[src/hw/rtl/ethhp_pkg.sv]
// Shared types, field codes and protocol constants for the L2/L3/L4 header parser.
`default_nettype none

package ethhp_pkg;

  // Frame length counter width; it holds the largest frame size itself.
  localparam int unsigned FRAME_LEN_W         = 17;
  localparam int unsigned MAX_FRAME_BYTES_DEF = 65536;
  localparam int unsigned ADDR_W              = 64;
  localparam int unsigned PORT_W              = 16;
  // IPv4 transport start, 14 plus the header length field scaled by four, lands in 14..74.
  localparam int unsigned IPV4_TS_W           = 7;
  // An extension header skip of 8 + 8 * length byte fits in 12 bits.
  localparam int unsigned SKIP_W              = 12;

  // Ethernet types.
  localparam logic [15:0] ETYPE_IPV4 = 16'h0800;
  localparam logic [15:0] ETYPE_IPV6 = 16'h86DD;

  // IP protocol and next header codes.
  localparam logic [7:0] PROTO_TCP    = 8'd6;
  localparam logic [7:0] PROTO_UDP    = 8'd17;
  localparam logic [7:0] NH_HOP_OPTS  = 8'd0;
  localparam logic [7:0] NH_ROUTING   = 8'd43;
  localparam logic [7:0] NH_FRAGMENT  = 8'd44;
  localparam logic [7:0] NH_DEST_OPTS = 8'd60;

  // Byte positions within the frame.
  localparam logic [FRAME_LEN_W-1:0] POS_ETYPE_HI   = 17'd12;
  localparam logic [FRAME_LEN_W-1:0] POS_ETYPE_LO   = 17'd13;
  localparam logic [FRAME_LEN_W-1:0] ETH_HDR_LEN    = 17'd14;
  localparam logic [FRAME_LEN_W-1:0] POS_IPV6_NH    = 17'd20;
  localparam logic [FRAME_LEN_W-1:0] POS_IPV6_SRC   = 17'd22;
  localparam logic [FRAME_LEN_W-1:0] POS_IPV4_PROTO = 17'd23;
  localparam logic [FRAME_LEN_W-1:0] POS_IPV4_SRC   = 17'd26;
  localparam logic [FRAME_LEN_W-1:0] POS_IPV4_DST   = 17'd30;
  localparam logic [FRAME_LEN_W-1:0] IPV4_END       = 17'd34;
  localparam logic [FRAME_LEN_W-1:0] IPV6_END       = 17'd54;

  // Header sizes.
  localparam logic [FRAME_LEN_W-1:0] PORT_BYTES    = 17'd4;
  localparam logic [FRAME_LEN_W:0]   TCP_HDR_LEN   = 18'd20;
  localparam logic [FRAME_LEN_W:0]   UDP_HDR_LEN   = 18'd8;
  localparam logic [SKIP_W-1:0]      EXT_UNIT_LEN  = 12'd8;
  localparam logic [SKIP_W-1:0]      FRAG_HDR_LEN  = 12'd8;
  localparam logic [IPV4_TS_W-1:0]   ETH_HDR_LEN_S = 7'd14;

  // Result codes.
  localparam logic [1:0] NET_OTHER      = 2'd0;
  localparam logic [1:0] NET_IPV4       = 2'd1;
  localparam logic [1:0] NET_IPV6       = 2'd2;
  localparam logic [1:0] TRANSPORT_NONE = 2'd0;
  localparam logic [1:0] TRANSPORT_TCP  = 2'd1;
  localparam logic [1:0] TRANSPORT_UDP  = 2'd2;

  typedef struct packed {
    logic [7:0] frame_byte;
    logic       frame_last;
  } in_beat_t;

  typedef struct packed {
    logic [FRAME_LEN_W-1:0] frame_length;
    logic [1:0]             network_layer;
    logic                   addresses_valid;
    logic [1:0]             transport_layer;
    logic                   ports_valid;
    logic [PORT_W-1:0]      source_port;
    logic [PORT_W-1:0]      destination_port;
    logic [ADDR_W-1:0]      source_addr_high;
    logic [ADDR_W-1:0]      source_addr_low;
    logic [ADDR_W-1:0]      dest_addr_high;
    logic [ADDR_W-1:0]      dest_addr_low;
  } out_beat_t;

  // IPv6 extension headers that the parser walks over.
  function automatic logic is_ext_hdr(input logic [7:0] nh);
    return (nh == NH_HOP_OPTS) || (nh == NH_ROUTING) ||
           (nh == NH_FRAGMENT) || (nh == NH_DEST_OPTS);
  endfunction

endpackage

`default_nettype wire

[src/hw/rtl/eth_ip_l4_header_parser_core.sv]
// Top level of the Ethernet / IPv4 / IPv6 / TCP / UDP header parser.
`default_nettype none

// The parser takes one frame byte per clock beat on the input channel, with a
// last flag on the final byte, and returns one result beat per frame: the
// saturated frame length, the network layer chosen by the Ethernet type, the
// IP addresses once the IP header is complete, and TCP or UDP ports once that
// header fits in the frame. IPv4 options are skipped by IHL and IPv6
// extension headers 0, 43, 44 and 60 are walked from the end of the fixed
// IPv6 header. A new byte is accepted on every clock unless a frame's last
// byte must wait for the snapshot register to be freed; the per-byte field
// capture is a single pass of comparators against the byte counter. For the
// result beat of a frame, the last byte is first folded into the frame state
// and snapshotted, then the length checks are evaluated from the snapshot into
// the output register. Bytes past MAX_FRAME_BYTES are accepted and ignored.
module eth_ip_l4_header_parser_core
  import ethhp_pkg::*;
#(
  parameter int unsigned MAX_FRAME_BYTES = MAX_FRAME_BYTES_DEF
) (
  input  wire logic      clk_i,
  input  wire logic      rst_ni,
  input  wire logic      in_valid_i,
  output logic           in_ready_o,
  input  wire in_beat_t  in_data_i,
  output logic           out_valid_o,
  input  wire logic      out_ready_i,
  output out_beat_t      out_data_o
);

  // Input register.
  logic     s0_valid_q;
  in_beat_t s0_beat_q;

  // Frame state.
  logic [FRAME_LEN_W-1:0] off_q, off_d;
  logic [15:0]            etype_q, etype_d;
  logic [IPV4_TS_W-1:0]   ts_q, ts_d;
  logic [7:0]             nh_q, nh_d;
  logic [FRAME_LEN_W-1:0] ext_q, ext_d;
  logic [7:0]             pend_q, pend_d;
  logic [ADDR_W-1:0]      addr_q [4];
  logic [ADDR_W-1:0]      addr_d [4];
  logic [PORT_W-1:0]      port_q [2];
  logic [PORT_W-1:0]      port_d [2];

  // Snapshot of the frame state taken on the last byte.
  logic                   snap_valid_q;
  logic [FRAME_LEN_W-1:0] snap_len_q;
  logic [15:0]            snap_etype_q;
  logic [IPV4_TS_W-1:0]   snap_ts_q;
  logic [7:0]             snap_nh_q;
  logic [FRAME_LEN_W-1:0] snap_ext_q;
  logic [ADDR_W-1:0]      snap_addr_q [4];
  logic [PORT_W-1:0]      snap_port_q [2];

  // Output register.
  logic      out_valid_q;
  out_beat_t out_beat_q;
  out_beat_t fin;

  // Pipeline flow control.
  logic out_load, snap_free, proc, frame_end;

  assign out_load   = !out_valid_q || out_ready_i;
  assign snap_free  = !snap_valid_q || out_load;
  assign proc       = s0_valid_q && (!s0_beat_q.frame_last || snap_free);
  assign frame_end  = proc && s0_beat_q.frame_last;
  assign in_ready_o = !s0_valid_q || proc;

  // Per-byte field capture.
  logic [FRAME_LEN_W-1:0] pos;
  logic [7:0]             data_byte;
  logic [IPV4_TS_W-1:0]   ts_cur;
  logic [FRAME_LEN_W-1:0] ts_cur_w, v4_rel, v6_rel, v6_addr_rel;
  logic [SKIP_W-1:0]      skip;

  always_comb begin
    pos         = off_q;
    data_byte   = s0_beat_q.frame_byte;
    ts_cur      = (pos == ETH_HDR_LEN) ?
                  (ETH_HDR_LEN_S + {1'b0, data_byte[3:0], 2'b00}) : ts_q;
    ts_cur_w    = FRAME_LEN_W'(ts_cur);
    v4_rel      = pos - ts_cur_w;
    v6_rel      = pos - ext_q;
    v6_addr_rel = pos - POS_IPV6_SRC;
    skip        = (nh_q == NH_FRAGMENT) ? FRAG_HDR_LEN :
                  (EXT_UNIT_LEN + {1'b0, data_byte, 3'b000});

    off_d   = off_q;
    etype_d = etype_q;
    ts_d    = ts_q;
    nh_d    = nh_q;
    ext_d   = ext_q;
    pend_d  = pend_q;
    addr_d  = addr_q;
    port_d  = port_q;

    if (off_q < FRAME_LEN_W'(MAX_FRAME_BYTES)) begin
      off_d = off_q + 1'b1;
      if (pos == POS_ETYPE_HI || pos == POS_ETYPE_LO) begin
        etype_d = {etype_q[7:0], data_byte};
      end else if (pos >= ETH_HDR_LEN) begin
        if (etype_q == ETYPE_IPV4) begin
          ts_d = ts_cur;
          if (pos == POS_IPV4_PROTO) begin
            nh_d = data_byte;
          end
          if (pos >= POS_IPV4_SRC && pos < POS_IPV4_DST) begin
            addr_d[1] = {addr_q[1][ADDR_W-9:0], data_byte};
          end
          if (pos >= POS_IPV4_DST && pos < IPV4_END) begin
            addr_d[3] = {addr_q[3][ADDR_W-9:0], data_byte};
          end
          if (pos >= ts_cur_w && v4_rel < PORT_BYTES) begin
            port_d[v4_rel[1]] = {port_q[v4_rel[1]][PORT_W-9:0], data_byte};
          end
        end else if (etype_q == ETYPE_IPV6) begin
          if (pos == POS_IPV6_NH) begin
            nh_d = data_byte;
          end
          if (pos >= POS_IPV6_SRC && pos < IPV6_END) begin
            addr_d[v6_addr_rel[4:3]] = {addr_q[v6_addr_rel[4:3]][ADDR_W-9:0], data_byte};
          end
          if (pos >= IPV6_END) begin
            if (is_ext_hdr(nh_q)) begin
              // Walk one extension header: next header byte, then length byte.
              if (pos == ext_q) begin
                pend_d = data_byte;
              end else if (pos == ext_q + 1'b1) begin
                ext_d = ext_q + FRAME_LEN_W'(skip);
                nh_d  = pend_q;
              end
            end else if (pos >= ext_q && v6_rel < PORT_BYTES) begin
              port_d[v6_rel[1]] = {port_q[v6_rel[1]][PORT_W-9:0], data_byte};
            end
          end
        end
      end
    end
  end

  // End-of-frame evaluation from the snapshot.
  logic                   trans_ok;
  logic [FRAME_LEN_W-1:0] trans_start;
  logic [7:0]             proto;
  logic [FRAME_LEN_W:0]   need;

  always_comb begin
    fin         = '0;
    trans_ok    = 1'b0;
    trans_start = '0;
    proto       = '0;
    need        = UDP_HDR_LEN;
    fin.frame_length = snap_len_q;

    if (snap_len_q >= ETH_HDR_LEN && snap_etype_q == ETYPE_IPV4) begin
      fin.network_layer = NET_IPV4;
      if (snap_len_q >= IPV4_END) begin
        fin.addresses_valid = 1'b1;
        fin.source_addr_low = {32'd0, snap_addr_q[1][31:0]};
        fin.dest_addr_low   = {32'd0, snap_addr_q[3][31:0]};
        trans_ok    = 1'b1;
        trans_start = FRAME_LEN_W'(snap_ts_q);
        proto       = snap_nh_q;
      end
    end else if (snap_len_q >= ETH_HDR_LEN && snap_etype_q == ETYPE_IPV6) begin
      fin.network_layer = NET_IPV6;
      if (snap_len_q >= IPV6_END) begin
        fin.addresses_valid  = 1'b1;
        fin.source_addr_high = snap_addr_q[0];
        fin.source_addr_low  = snap_addr_q[1];
        fin.dest_addr_high   = snap_addr_q[2];
        fin.dest_addr_low    = snap_addr_q[3];
        if (!is_ext_hdr(snap_nh_q) && snap_ext_q <= snap_len_q) begin
          trans_ok    = 1'b1;
          trans_start = snap_ext_q;
          proto       = snap_nh_q;
        end
      end
    end

    if (trans_ok && (proto == PROTO_TCP || proto == PROTO_UDP)) begin
      need                = (proto == PROTO_TCP) ? TCP_HDR_LEN : UDP_HDR_LEN;
      fin.transport_layer = (proto == PROTO_TCP) ? TRANSPORT_TCP : TRANSPORT_UDP;
      if ({1'b0, trans_start} + need <= {1'b0, snap_len_q}) begin
        fin.ports_valid      = 1'b1;
        fin.source_port      = snap_port_q[0];
        fin.destination_port = snap_port_q[1];
      end
    end
  end

  // Input register.
  always_ff @(posedge clk_i or negedge rst_ni) begin
    if (!rst_ni) begin
      s0_valid_q <= 1'b0;
    end else if (in_ready_o) begin
      s0_valid_q <= in_valid_i;
    end
  end

  always_ff @(posedge clk_i) begin
    if (in_ready_o && in_valid_i) begin
      s0_beat_q <= in_data_i;
    end
  end

  // Frame state; cleared after the last byte of each frame.
  always_ff @(posedge clk_i or negedge rst_ni) begin
    if (!rst_ni) begin
      off_q   <= '0;
      etype_q <= '0;
      ts_q    <= '0;
      nh_q    <= '0;
      ext_q   <= IPV6_END;
      pend_q  <= '0;
      addr_q  <= '{default: '0};
      port_q  <= '{default: '0};
    end else if (frame_end) begin
      off_q   <= '0;
      etype_q <= '0;
      ts_q    <= '0;
      nh_q    <= '0;
      ext_q   <= IPV6_END;
      pend_q  <= '0;
      addr_q  <= '{default: '0};
      port_q  <= '{default: '0};
    end else if (proc) begin
      off_q   <= off_d;
      etype_q <= etype_d;
      ts_q    <= ts_d;
      nh_q    <= nh_d;
      ext_q   <= ext_d;
      pend_q  <= pend_d;
      addr_q  <= addr_d;
      port_q  <= port_d;
    end
  end

  // Snapshot stage.
  always_ff @(posedge clk_i or negedge rst_ni) begin
    if (!rst_ni) begin
      snap_valid_q <= 1'b0;
    end else if (snap_free) begin
      snap_valid_q <= frame_end;
    end
  end

  always_ff @(posedge clk_i) begin
    if (frame_end) begin
      snap_len_q   <= off_d;
      snap_etype_q <= etype_d;
      snap_ts_q    <= ts_d;
      snap_nh_q    <= nh_d;
      snap_ext_q   <= ext_d;
      snap_addr_q  <= addr_d;
      snap_port_q  <= port_d;
    end
  end

  // Output register.
  always_ff @(posedge clk_i or negedge rst_ni) begin
    if (!rst_ni) begin
      out_valid_q <= 1'b0;
    end else if (out_load) begin
      out_valid_q <= snap_valid_q;
    end
  end

  always_ff @(posedge clk_i) begin
    if (out_load && snap_valid_q) begin
      out_beat_q <= fin;
    end
  end

  assign out_valid_o = out_valid_q;
  assign out_data_o  = out_beat_q;

endmodule

`default_nettype wire
[config.mk]
export PLATFORM = sky130hd
export DESIGN_NAME = eth_ip_l4_header_parser_core
export DESIGN_NICKNAME = d
export VERILOG_FILES = /design/src/hw/rtl/ethhp_pkg.sv /design/src/hw/rtl/eth_ip_l4_header_parser_core.sv
export SDC_FILE = /design/constraint.sdc
export NUM_CORES = 2
export LEC_CHECK = 0
export BUFFER_PORTS_ARGS = -buffer_cell sky130_fd_sc_hd__buf_2
export CAP_MARGIN = 10
export CORE_MARGIN = 2
export CORE_UTILIZATION = 65
export DETAILED_ROUTE_END_ITERATION = 16
export GPL_ROUTABILITY_DRIVEN = 0
export HOLD_SLACK_MARGIN = 0.02
export MAX_ROUTING_LAYER = met4
export PLACE_DENSITY = 0.85
export SETUP_SLACK_MARGIN = 0.05
export SLEW_MARGIN = 10
export SYNTH_ARGS = -nofsm -noshare
export SYNTH_HDL_FRONTEND = slang
export SYNTH_SLANG_ARGS = --single-unit
[constraint.sdc]
create_clock -name clk_i -period 27.8 [get_ports clk_i]
set_input_delay 5.56 -clock clk_i [delete_from_list [all_inputs] [get_ports clk_i]]
set_output_delay 5.56 -clock clk_i [all_outputs]
set_load 0.05 [all_outputs]
* Word-level counts from Yosys, hierarchy flattened *
Cells that the tools add are included.

storage, ports and cells
  register bits after elaboration = 1,037
  input port bits = 13
  output and inout bits = 313

operators by class
  $add $sub $neg = 9
  order comparisons = 24
  equal/unequal tests = 21
  muxes and demuxes = 118
  bitwise operators = 5
  reduce and logical (&&, ||, !) cells = 45

operator list
  cell                                                  count
  2-to-1 mux 256 bit                                    7
  2-to-1 mux 64 bit                                     9
  2-to-1 mux 32 bit                                     13
  2-to-1 mux 192 bit                                    2
  2-to-1 mux 17 bit                                     18
  2-to-1 mux 8 bit                                      34
  bitwise mux 256 bit                                   1
  binary-select mux 64 bit (select 2 bit)               1
  demux 64 bit (select 2 bit)                           1
  2-to-1 mux 56 bit                                     2
  2-to-1 mux 16 bit                                     6
  bitwise mux 32 bit                                    2
  2-to-1 mux 7 bit                                      8
  equality test 17 x 4 -> 1 bit, second input constant  3
  >= comparator 17 x 5 -> 1 bit, second input constant  3
  >= comparator 17 x 6 -> 1 bit, second input constant  3
  equality test 8 x 6 -> 1 bit, second input constant   6
  adder 17 x 1 -> 17 bit, second input constant         2
  equality test 17 bit                                  2
  equality test 17 x 5 -> 1 bit, second input constant  2
  >= comparator 17 x 4 -> 1 bit, second input constant  2
  < comparator 17 x 3 -> 1 bit, second input constant   2
  < comparator 17 x 6 -> 1 bit, second input constant   2
  2-to-1 mux 33 bit                                     1
  39 further kinds                                      90

* Longest topological paths before layout *
  depth after elaboration = 17
  depth in mapped cells = 29
  mapped depth without buffers = 27

* Least setup slack after synthesis *
No wires, ideal clock.

  kind = input to register
  from = input out_ready_i
  to = register out_beat_q (netlist bit out_data_o[0]) (enable)
  setup time = 1.027 ns
  arrival time = 19.333 ns
  data required time = 26.773 ns
  setup slack = 7.441 ns
  stages = 2
  buffers on the path = 0
  cell sequence = nor2b_1 nor2b_1

between the ends
  word-level cells in the longest chain between the ends = 2

RTL lines
  what                  line                                 RTL
  from (decl)           eth_ip_l4_header_parser_core.sv:27   input wire logic out_ready_i,
  logical OR 1 bit      eth_ip_l4_header_parser_core.sv:65   assign out_load = !out_valid_q || out_ready_i;
  logical AND 1 bit     eth_ip_l4_header_parser_core.sv:272  if (out_load && snap_valid_q) begin
  to (signal assigned)  eth_ip_l4_header_parser_core.sv:273  out_beat_q <= fin;
  to (decl)             eth_ip_l4_header_parser_core.sv:59   out_beat_t out_beat_q;

No other way between the ends.
A chain may end at the register's enable or synchronous reset.

* Worst setup path after layout *
  from = input out_ready_i
  to = output in_ready_o

between the ends
  word-level cells in the longest chain between the ends = 5

RTL lines
  what               line                                RTL
  logical OR 1 bit   eth_ip_l4_header_parser_core.sv:65
  logical OR 1 bit   eth_ip_l4_header_parser_core.sv:66  assign snap_free = !snap_valid_q || out_load;
  logical OR 1 bit   eth_ip_l4_header_parser_core.sv:67  assign proc = s0_valid_q && (!s0_beat_q.frame_last || snap_free);
  logical AND 1 bit  eth_ip_l4_header_parser_core.sv:67
  logical OR 1 bit   eth_ip_l4_header_parser_core.sv:69  assign in_ready_o = !s0_valid_q || proc;
  to (decl)          eth_ip_l4_header_parser_core.sv:24  output logic in_ready_o,

No other way between the ends.

==> results.yml <==
layout:
  drive_gt1_share_pct: 15.6
  post-route-util_pct: 72.8
  final_common_cell: "edfxtp_1"
  final_cell_mix: "edfxtp_1, mux2i_1, dfrtp_1"
  final_nets: 4348
  regArea_um2: 29200
  fillers: 4944
  area_delta_synth_final_pct: 11.2
  multi_input_area_um2: 19900
timing:
  fin_skew_ns: 0.0416
  holdWs_ns: 0.502
  period_needed_ns: 12.08
  tightest_slew_ns: 1.30
  setup-violations-final: 0
  tns_ns: 0
  fmax_ghz: 0.0828
  slew_headroom_pct: 13.5
  fin_crit_sh_pct: 43.5
  rsz0062_at_grt: "false"
  hold_viol_final: 0
  drv_slew: 0
worst_setup_path:
  rrSetupSlack_ns: 20.92
  timing.rr.start: "snap_len_q[4]$_DFFE_PP_"
  reg2reg_depth: 25
  r2r-end: "out_data_o[273]$_SDFFCE_PN0P_"
  worst-setup-path-type: "input port to output port"
  crit_slowest_cell: "nor2b_1"
  crit_chain: "buf_2 -> nor2b_1 -> nand4_1 -> buf_2"
  end_kind: "output port"
  worst_path_most_repeated_cell: "buf_2"
  critPathMaxStageDelay_ns: 0.33
  path_max_fanout: 5
  critPathLaunch: "out_ready_i"
  arrival_ns: 6.52
  required_ns: 22.24
  cp-start-kind: "input port"
logic_synthesis:
  synth_seq_cells: 1033
  yosys_most_used_dff: "edfxtp_1"
  yosysWarnings: 0
  ys_types: 98
  synth_edf_count: 671
  avgSynthCellArea_um2: 12.3
  syn_area_um2: 50500
  yosysSeqAreaShare_pct: 57.8
  synthArstFlopShare_pct: 35.0
  synthesis.nets: 4190
  netlist_instances: 4102
power_and_ir_drop:
  pwr-share-seq_pct: 50.0
  switching_share_pct: 26.4
  combPwrFrac_pct: 11.4
  p_int_mw: 2.72
  peakVddDrop_mv: 0.0633
  power_switching_uw: 976
  pwr_density_cell_nw_per_um2: 65.7
  clkPwrFrac_pct: 38.6
  p_total_mw: 3.69
  leakage_nw: 22.5
clocking:
  htree_levels: 3
  clk_pin_slew_worst_paths_ns: 0.06
  clk_latency_ns: 0.68
  cts_tree: "yes"
  clockRootBuffer: "clkbuf_16"
  numClockSinks: 1033
  cts_buffers: 104
  post_cts_buffers: 0
  ctsResizeCount: 0
  cts.path.max_buffers: 3
  hold_buffers: 0
global_route:
  antenna_found_initial: 4
  grt_pass1_vias: 35700
  grt-ovfl-total: 0
  grt_usage_pct: 36.4
  grt_max_degree: 175
  grt_pass1_wl_mm: 214
die:
  initial_utilization_pct: 65.4
  boundaryPins: 326
  die_x_um: 283
  dieArea_um2: 80000
  rows: 102
  core_area_um2: 77200
  die_h_um: 283
routing:
  wl_per_cell_um: 26.6
  ant_nets: 0
  vias: 37400
  vias_per_cell: 6.93
  drt_wl_total_mm: 143
  dr.pass1.iters: 8
  drtIter0Drc: 5618
  drc: 0
run:
  drv_cap: 0
place:
  dp_hpwl_mm: 86.9
  portBuffers: 325
status:
  outcome: "finished clean"
hold_path:
  hp-start: "snap_len_q[13]$_DFFE_PP_"
  hp-class: "flop to flop"
  hold_end: "out_data_o[307]$_DFFE_PP_"
  hold_depth: 0
-- through the flow --
step           std cells  worst slack [ns]  cell area, um2
2_1_floorplan       4102              7.44           50500
3_3_place_gp        5193             15.77           52700
3_5_place_dp        5193             15.76           52700
4_1_cts             5388             15.74           56200
5_1_grt             5392             15.64           56200
6_report            5392             15.72           56200
-- metal layers --
| layer | share of wire (%) | global-route usage [%] |
|---|---|---|
| met4 | 5.4 | 19.0 |
| met3 | 11 | 7.37 |
| met5 | 0 | - |
| met1 | 38 | 48.5 |
| met2 | 46 | 53.4 |
-- state kept, by name, indices dropped and copies added (netlist names), 16 cells and up --
register,count
addr_q,256
snap_len_q,17
off_q,17
out_data_o,311
snap_port_q,32
port_q,32
snap_addr_q,256
etype_q,16
snap_etype_q,16
-- how the worst max path moves through the flow --
stage	cells past startpoint	end
final	4	in_ready_o
after global routing	4	in_ready_o
after CTS	4	in_ready_o
after detailed placement	4	in_ready_o
after global placement	4	in_ready_o
after floorplan	2	out_data_o[0]$_DFFE_PP_
-- cell type report --
class | instances | share of cell area [%]
Timing Repair Buffer | 371 | 3.59
Antenna cell | 3 | 0.0134
Clock inverter | 51 | 0.942
Sequential cell | 1033 | 52.0
Inverter | 88 | 0.601
Multi-Input combinational cell | 2662 | 35.3
Tap cell | 1040 | 2.32
Clock buffer | 144 | 5.21
-- logic make-up (layout without fill, tap and decap cells) --
family / Yosys count / count (layout) / share of synthesized area, %
muxes: 454 / 454 / 10.5
adders and majority gates: 75 / 75 / 1.90
buffers and inverters: 407 / 654 / 3.25
xor gates and xnor gates: 68 / 68 / 1.18
and+or+nand+nor: 977 / 977 / 10.2
AOI/OAI and AO/OA: 1087 / 1087 / 15.2
other: 1 / 4 / 0.00742
DFF: 1033 / 1033 / 57.8
-- power by group through the flow --
stage / Sequential [mW] / Combinational (mW) / Clock (mW)
floorplan: 1.96 / 0.214 / 0
finish: 1.85 / 0.422 / 1.43
CTS: 1.84 / 0.416 / 1.43
detailed placement: 1.87 / 0.412 / 0
global route: 1.86 / 0.452 / 1.49
global placement: 1.86 / 0.397 / 0
-- critical path: cells and delay by family --
kind | cells | cell delay, ns
simple gates | 2 | 0.55
buf+inv | 2 | 0.41
-- synth_stat cells (15+ instances only) --
master / instances / area [um2]
a21o_1: 33 / 248
a21oi_1: 81 / 405
a22o_1: 197 / 1730
a22oi_1: 116 / 871
and2_1: 105 / 657
and3_1: 218 / 1360
buf_1: 24 / 90.1
buf_2: 44 / 220
clkbuf_1: 240 / 901
dfrtp_1: 359 / 8980
edfxtp_1: 671 / 20100
ha_1: 72 / 901
inv_1: 83 / 312
mux2_2: 25 / 282
mux2i_1: 363 / 3630
mux4_2: 56 / 1260
nand2_1: 347 / 1300
nand2b_1: 15 / 93.8
nand3_1: 40 / 200
nand4_1: 30 / 188
nor2_1: 90 / 338
nor3_1: 21 / 105
nor4_1: 18 / 113
o21a_1: 105 / 788
o21ai_0: 302 / 1510
o22a_1: 112 / 981
o22ai_1: 29 / 181
xnor2_1: 49 / 429
xor2_1: 19 / 166
No activity file was read; power rests on OpenSTA's default activity.
